--- src/rtl/utf8_ascii_escaper_core_macros.svh ---
// Assertion macros for the UTF-8 to escaped ASCII converter.
`ifndef UTF8_ASCII_ESCAPER_CORE_MACROS_SVH
`define UTF8_ASCII_ESCAPER_CORE_MACROS_SVH

// Clocked check, off while reset is asserted.
`define UAE_ASSERT_RST(lbl, prop, msg) \
    lbl: assert property (@(posedge i_clk) disable iff (!i_rst_n) prop) else $error(msg);

// Clocked check that also holds during reset.
`define UAE_ASSERT(lbl, prop, msg) \
    lbl: assert property (@(posedge i_clk) prop) else $error(msg);

`endif

--- src/rtl/uae_pkg.sv ---
// Types, constants and escape functions for the UTF-8 to escaped ASCII converter.
package uae_pkg;

    // Configuration register indexes
    localparam logic CFG_QUOTE_ESCAPE = 1'b0;
    localparam logic CFG_OUTPUT_LIMIT = 1'b1;

    localparam logic [15:0] OUTPUT_LIMIT_RST = 16'd8185;

    // Character codes
    localparam logic [7:0] CH_QUOTE     = 8'h22;
    localparam logic [7:0] CH_HASH      = 8'h23;
    localparam logic [7:0] CH_ZERO      = 8'h30;
    localparam logic [7:0] CH_ONE       = 8'h31;
    localparam logic [7:0] CH_QMARK     = 8'h3f;
    localparam logic [7:0] CH_BACKSLASH = 8'h5c;
    localparam logic [7:0] CH_LOWER_U   = 8'h75;
    localparam logic [7:0] CH_DEL       = 8'h7f;

    // One escaped unit: up to six chars, first in the low byte
    typedef struct packed {
        logic [47:0] chars;
        logic [2:0]  len;
    } t_unit;

    // Lowercase hex digit
    function automatic logic [7:0] f_hex_char(input logic [3:0] d);
        logic [7:0] c;
        if (d < 4'd10) begin
            c = CH_ZERO + {4'd0, d};
        end else begin
            c = 8'h57 + {4'd0, d};
        end
        return c;
    endfunction

    // Escape of one code point in UTF-8 mode
    function automatic t_unit f_escape_cp(input logic [20:0] u, input logic q);
        t_unit      r;
        logic [4:0] lo;
        logic [1:0] tens;
        logic [3:0] ones;
        r    = '0;
        lo   = (u == 21'd127) ? 5'd27 : u[4:0];
        tens = (lo >= 5'd30) ? 2'd3 : (lo >= 5'd20) ? 2'd2 : (lo >= 5'd10) ? 2'd1 : 2'd0;
        case (tens)
            2'd3:    ones = 4'(lo - 5'd30);
            2'd2:    ones = 4'(lo - 5'd20);
            2'd1:    ones = 4'(lo - 5'd10);
            default: ones = 4'(lo);
        endcase
        if (u == {13'd0, CH_QUOTE} && q) begin
            r.chars[15:0] = {CH_QUOTE, CH_BACKSLASH};
            r.len         = 3'd2;
        end else if (u < 21'd32 || u == {13'd0, CH_DEL}) begin
            // '#' plus three decimal digits
            r.chars[7:0]   = CH_HASH;
            r.chars[15:8]  = (u == {13'd0, CH_DEL}) ? CH_ONE : CH_ZERO;
            r.chars[23:16] = CH_ZERO + {6'd0, tens};
            r.chars[31:24] = CH_ZERO + {4'd0, ones};
            r.len          = 3'd4;
        end else if (u < {13'd0, CH_DEL}) begin
            r.chars[7:0] = u[7:0];
            r.len        = 3'd1;
        end else if (u < 21'h10000) begin
            r.chars[7:0]   = CH_BACKSLASH;
            r.chars[15:8]  = CH_LOWER_U;
            r.chars[23:16] = f_hex_char(u[15:12]);
            r.chars[31:24] = f_hex_char(u[11:8]);
            r.chars[39:32] = f_hex_char(u[7:4]);
            r.chars[47:40] = f_hex_char(u[3:0]);
            r.len          = 3'd6;
        end
        return r;
    endfunction

    // Escape of one byte in raw mode; controls match the three-digit form
    function automatic t_unit f_escape_raw(input logic [7:0] c, input logic q);
        t_unit r;
        r = '0;
        if (c >= CH_DEL) begin
            r.chars[7:0] = CH_QMARK;
            r.len        = 3'd1;
        end else begin
            r = f_escape_cp({13'd0, c}, q);
        end
        return r;
    endfunction

endpackage

--- src/rtl/utf8_ascii_escaper_core.sv ---
// Top level of the UTF-8 to escaped ASCII converter: input register, escape logic, result register.
// An accepted byte goes through the input register, then the result register, to its result beat.
// One byte per cycle unless i_stall holds; input stage refills in the cycle the result register frees.
// Bytes that complete no unit give no result beat, unless they end the message.
// Reset (i_rst_n low, synchronous): both stages empty, all conversion state zero,
// quote escaping off and the output limit at 8185.
`include "utf8_ascii_escaper_core_macros.svh"

module utf8_ascii_escaper_core (
    input  logic        i_clk,
    input  logic        i_rst_n,
    // configuration
    input  logic        i_cfg_wr_en,
    input  logic        i_cfg_index,
    input  logic [15:0] i_cfg_data,
    // input beats
    input  logic        i_valid,
    output logic        o_stall,
    input  logic [7:0]  i_in_byte,
    input  logic        i_raw_mode,
    input  logic        i_last_byte,
    // result beats
    output logic        o_valid,
    input  logic        i_stall,
    output logic [47:0] o_out_chars,
    output logic [2:0]  o_out_len,
    output logic        o_end_of_message
);

    // configuration registers
    logic        r_quote_escape;
    logic [15:0] r_output_limit;

    // input stage
    logic        r_in_valid;
    logic [7:0]  r_byte;
    logic        r_raw;
    logic        r_last;

    // conversion state
    logic [15:0] r_chars_written, n_chars_written;
    logic [20:0] r_code_point_acc, n_code_point_acc;
    logic [1:0]  r_bytes_pending, n_bytes_pending;

    // result stage
    logic        r_out_valid;
    logic [47:0] r_out_chars;
    logic [2:0]  r_out_len;
    logic        r_out_eom;

    logic            out_free;
    logic            adv;
    logic            room;
    logic            raw_go;
    logic            cp_go;
    logic [20:0]     cp;
    logic [16:0]     total;
    uae_pkg::t_unit  unit;

    // pipeline handshake
    assign out_free = !r_out_valid || !i_stall;
    assign adv      = r_in_valid && out_free;
    assign o_stall  = r_in_valid && !out_free;

    // configuration writes
    always_ff @(posedge i_clk) begin
        if (!i_rst_n) begin
            r_quote_escape <= 1'b0;
            r_output_limit <= uae_pkg::OUTPUT_LIMIT_RST;
        end else if (i_cfg_wr_en) begin
            case (i_cfg_index)
                uae_pkg::CFG_QUOTE_ESCAPE: r_quote_escape <= i_cfg_data[0];
                uae_pkg::CFG_OUTPUT_LIMIT: r_output_limit <= i_cfg_data;
                default: ;
            endcase
        end
    end

    // input register
    always_ff @(posedge i_clk) begin
        if (!i_rst_n) begin
            r_in_valid <= 1'b0;
        end else if (!o_stall) begin
            r_in_valid <= i_valid;
        end
    end

    always_ff @(posedge i_clk) begin
        if (!o_stall && i_valid) begin
            r_byte <= i_in_byte;
            r_raw  <= i_raw_mode;
            r_last <= i_last_byte;
        end
    end

    // decode, code point gathering and state update
    always_comb begin
        n_chars_written  = r_chars_written;
        n_code_point_acc = r_code_point_acc;
        n_bytes_pending  = r_bytes_pending;
        room             = r_chars_written < r_output_limit;
        raw_go           = 1'b0;
        cp_go            = 1'b0;
        cp               = {13'd0, r_byte};
        if (r_raw) begin
            n_code_point_acc = '0;
            n_bytes_pending  = '0;
            raw_go           = room;
        end else if (!r_byte[7]) begin
            n_code_point_acc = '0;
            n_bytes_pending  = '0;
            cp_go            = room;
        end else if (r_byte[7:6] == 2'b10) begin
            // continuation byte; ignored when nothing is pending
            if (r_bytes_pending != 2'd0) begin
                cp               = {r_code_point_acc[14:0], r_byte[5:0]};
                n_code_point_acc = cp;
                n_bytes_pending  = r_bytes_pending - 2'd1;
                if (r_bytes_pending == 2'd1) begin
                    cp_go            = room;
                    n_code_point_acc = '0;
                end
            end
        end else if (r_byte[7:5] == 3'b110) begin
            n_code_point_acc = {16'd0, r_byte[4:0]};
            n_bytes_pending  = 2'd1;
        end else if (r_byte[7:4] == 4'b1110) begin
            n_code_point_acc = {17'd0, r_byte[3:0]};
            n_bytes_pending  = 2'd2;
        end else if (r_byte[7:3] == 5'b11110) begin
            n_code_point_acc = {18'd0, r_byte[2:0]};
            n_bytes_pending  = 2'd3;
        end else begin
            n_code_point_acc = '0;
            n_bytes_pending  = '0;
        end

        if (raw_go) begin
            unit = uae_pkg::f_escape_raw(r_byte, r_quote_escape);
        end else if (cp_go) begin
            unit = uae_pkg::f_escape_cp(cp, r_quote_escape);
        end else begin
            unit = '0;
        end

        // saturating output count
        total           = {1'b0, r_chars_written} + {14'd0, unit.len};
        n_chars_written = total[16] ? 16'hffff : total[15:0];

        if (r_last) begin
            n_chars_written  = '0;
            n_code_point_acc = '0;
            n_bytes_pending  = '0;
        end
    end

    always_ff @(posedge i_clk) begin
        if (!i_rst_n) begin
            r_chars_written  <= '0;
            r_code_point_acc <= '0;
            r_bytes_pending  <= '0;
        end else if (adv) begin
            r_chars_written  <= n_chars_written;
            r_code_point_acc <= n_code_point_acc;
            r_bytes_pending  <= n_bytes_pending;
        end
    end

    // result register
    always_ff @(posedge i_clk) begin
        if (!i_rst_n) begin
            r_out_valid <= 1'b0;
        end else if (out_free) begin
            r_out_valid <= adv && (unit.len != 3'd0 || r_last);
        end
    end

    always_ff @(posedge i_clk) begin
        if (adv) begin
            r_out_chars <= unit.chars;
            r_out_len   <= unit.len;
            r_out_eom   <= r_last;
        end
    end

    assign o_valid          = r_out_valid;
    assign o_out_chars      = r_out_chars;
    assign o_out_len        = r_out_len;
    assign o_end_of_message = r_out_eom;

    // checks
    `UAE_ASSERT_RST(a_no_empty_beat, o_valid && !o_end_of_message |-> |o_out_len, "empty beat")
    `UAE_ASSERT_RST(a_clear_after_last, adv && r_last |=> r_chars_written == '0, "not cleared")
    `UAE_ASSERT(a_stall_needs_item, o_stall |-> r_in_valid, "stall with empty stage")

endmodule

--- config.mk ---
export PLATFORM = sky130hd
export DESIGN_NAME = utf8_ascii_escaper_core
export DESIGN_NICKNAME = d
export VERILOG_FILES = /design/src/rtl/uae_pkg.sv /design/src/rtl/utf8_ascii_escaper_core.sv
export VERILOG_INCLUDE_DIRS = /design/src /design/src/rtl
export SDC_FILE = /design/constraint.sdc
export NUM_CORES = 1
export LEC_CHECK = 0
export BUFFER_PORTS_ARGS = -buffer_cell sky130_fd_sc_hd__buf_4
export CORE_MARGIN = 4
export CORE_UTILIZATION = 35
export CTS_CLUSTER_SIZE = 40
export DETAILED_ROUTE_END_ITERATION = 7
export HOLD_SLACK_MARGIN = 0.08
export PLACE_DENSITY_LB_ADDON = 0.25
export SLEW_MARGIN = 15
export SYNTH_ARGS = -nofsm -noshare
export SYNTH_HDL_FRONTEND = slang
export SYNTH_SLANG_ARGS = --single-unit
--- constraint.sdc ---
create_clock -name i_clk -period 7.4 [get_ports i_clk]
set_input_delay 0 -clock i_clk [delete_from_list [all_inputs] [get_ports i_clk]]
set_output_delay 0 -clock i_clk [all_outputs]
set_load 0.02 [all_outputs]
==> run summary <==
Final Hold Fails - 0
Yosys Warn Count - 0
Post-synth top area cell - edfxtp_1
I/O pins - 86
Yosys cell types - 75
FMAX - 203 MHz
DPL Wire Length - 11.5 mm
Vias in the first global route - 5019
Critical Path RT - 7640 ps
DIE HEIGHT - 139 µm
Clock Tree Buf Depth - 2
Fin nets - 791
Power density cells - 183 nW/µm²
Nature of the critical path startpoint - register
Area Overhead vs Synth - 22.0%
Hold_sp - i_rst_n
Number of remaining DRC errors - 0
Proportion of netlist area held by the largest area contributor - 27.0%
Post-Layout Cell Count - 950
Layout cells sized above 1 - 17.0%
Tcrit/Tclk final - 66.5%
Most common cell on crit path - ha_1
TritonCTS clock tree - yes
Worst Setup SP - r_bytes_pending[0]
Post-synthesis register bit count - 106
Die width - 139 µm
H-tree depth - 3
Clk_lat worst skew - 350 ps
Slowest cell on crit path - a21oi_1
Crit Reg-Reg Endpoint - r_chars_written[5]
Status - complete, no violations
Post-synth ARST share - 0%
Total wire length - 15.8 mm
PnR Total Power - 1.34 mW
Synth top area cells - edfxtp_1 27%, dfxtp_1 17%, ha_1 6.7%, a21oi_1 4.5%, nand2_1 4.5%
First-pass GRT wire length - 26.0 mm
Max-slew violations - 0
Final min period - 4920 ps
Ant diodes - 0
Kind of end point of the critical path - register
Largest net degree at the start of global routing - 53
Worst r2r src - r_bytes_pending[0]
GPL Wtd Cong - 0.908
CTS resizes - 0
Slew headroom - 21.2%
Initial Util - 35.9%
CP cell instances - inv_1 > ha_1 > nor4b_4 > nand2_1 > ha_1 > nand2_1 > a21o_2 > o2bb2ai_1 > and2_1 > o21bai_1 > a21oi_2 > inv_1 > ha_1 > a21oi_1 > nor4_4 > nand2b_2 > nor2b_1 > a21oi_1 > o221a_2
Setup Total Neg Slack - 0 ps
Leakage power - 2.98 nW
Mapped cell area - 6000 µm²
GRT Resource Usage Total - 16.4%
Setup Buffers After CTS - 0
Reg2Reg Depth - 19
Worst slew pin tran - 1180 ps
Worst Skew - 10.0 ps
Core Region - 16700 µm²
Fillers - 1657
Worst setup endpoint - r_chars_written[5]
Post-synth top flop - edfxtp_1
Most common cell in the netlist - nand2_1
WP buf/inv - 2
Commonest cells post-synth - 72 x nand2_1, 54 x a21oi_1, 54 x edfxtp_1, 52 x dfxtp_1, 41 x inv_1
DRT antenna net count - 0
CTS Buf Count - 9
Total congestion overflow - 0
Average cell area after synthesis - 9.33 µm²
Initial antenna violation count - 0
Post-placement cell count - 902
Peak supply drop - 0.000109 V
Seq/Total Area, Yosys - 44.4%
Hold-fix buffers, CTS - 32
Final setup viols - 0
Die area - 19300 µm²
Root Driver - clkbuf_16
Pre-Repair DR Iteration Count - 8
Delay-heaviest family, CP - compound AO/OA/AOI/OAI gates
Max incr delay on CP - 570 ps
Via density - 5.37
Number of maximum-capacitance violations - 0
RSZ-0062 raised after global routing - no
Port bufs - 79
Site Rows - 47
WP depth - 19
Kind of critical path - register to register
Worst Hold Class - input port to register
DRT iter0 DRCs - 282
Worst-path fanout max - 15
Via count - 5098
Clock slew at reported path FFs - 70 ps
Number of synthesized flops with an enable pin - 54
Syn Inst Count - 643
R2r setup slk - 2480 ps
Per-cell routed wire length - 16.6 µm
Worst path arrival time - 5160 ps
Clock Sink Count - 106
## registers in the layout, summed over array words and instances (netlist names), 2 cells and up
register,cells
o_out_chars,41
r_chars_written,16
r_output_limit,16
r_code_point_acc,15
r_byte,8
o_out_len,2
r_bytes_pending,2
## layer usage
layer | GRT usage (%) | share of wire [%] | up-vias
met5 | 0 | 0 | -
met4 | 6.08 | 2.1 | 0
met3 | 3.55 | 6.2 | 28
met2 | 27.3 | 47 | 163
met1 | 20.9 | 44 | 2411
li1 | - | - | 2496
## cell type report
type	instances	area, µm²	area share (%)
multi-input cells	450	2960	40.4
flip-flops and latches	106	2660	36.4
repair buffers	114	936	12.8
well taps	220	275	3.76
clock buffers	11	243	3.32
inverters	44	165	2.26
clock inverters	5	77.6	1.06
## worst min path at each step
stage | end | slack [ps] | cells after the start
5_1_grt | r_output_limit[8] | 130 | 2
3_3_place_gp | r_last | 180 | 1
3_5_place_dp | r_last | 180 | 1
6_report | r_output_limit[10] | 90 | 2
4_1_cts | r_output_limit[14] | 90 | 4
2_1_floorplan | r_byte[0] | 100 | 0
## metrics by stage
stage / hold slack, ps / setup slack [ps] / util, % / area, µm²
detailed placement: 185 / 2550 / 40.0 / 6670
global placement: 185 / 2780 / 40.0 / 6670
finish: 88.5 / 2480 / 43.8 / 7310
floorplan: 98.9 / 3220 / - / 6020
global route: 129 / 2040 / 43.8 / 7310
CTS: 86.0 / 2520 / 43.8 / 7310
## power by group
| group | total, mW | internal (mW) | leakage, nW | switching [mW] |
|---|---|---|---|---|
| logic | 0.169 | 0.0709 | 1.86 | 0.0981 |
| registers | 0.658 | 0.639 | 0.963 | 0.0193 |
| clock network | 0.512 | 0.305 | 0.157 | 0.207 |
| total | 1.34 | 1.01 | 2.98 | 0.325 |
## cells in the final DEF (no fill, tap or decap), drive strengths merged, types with 6 or more instances in the layout
master / n
a31oi: 11
o221a: 10
a21boi: 17
dfxtp: 52
o211ai: 15
nand3: 17
o21ai: 26
clkbuf: 11
nand2: 73
nor2: 37
a21oi: 55
edfxtp: 54
ha: 32
nand4: 6
buf: 82
dlygate4sd3: 32
inv: 43
a211oi: 7
nand2b: 7
conb: 7
nor2b: 12
nor3: 14
a21o: 10
a22oi: 6
and3: 9
## cells by family (layout without fill, tap and decap cells)
logic type               count (synthesis)  count (layout)  share of synthesized area (%)
adder cells (fa/ha/maj)                 34              34                           7.34
AO/OA/AOI/OAI                          191             191                           21.9
AND/OR/NAND/NOR                        210             210                           18.4
multiplexers                             1               1                          0.167
flip-flops                             106             106                           44.4
XOR/XNOR                                 7               7                           1.02
buffers and inverters                   93             174                           6.70
other                                    1               7                         0.0625
Note: power is estimated with default switching activity, not from simulation.
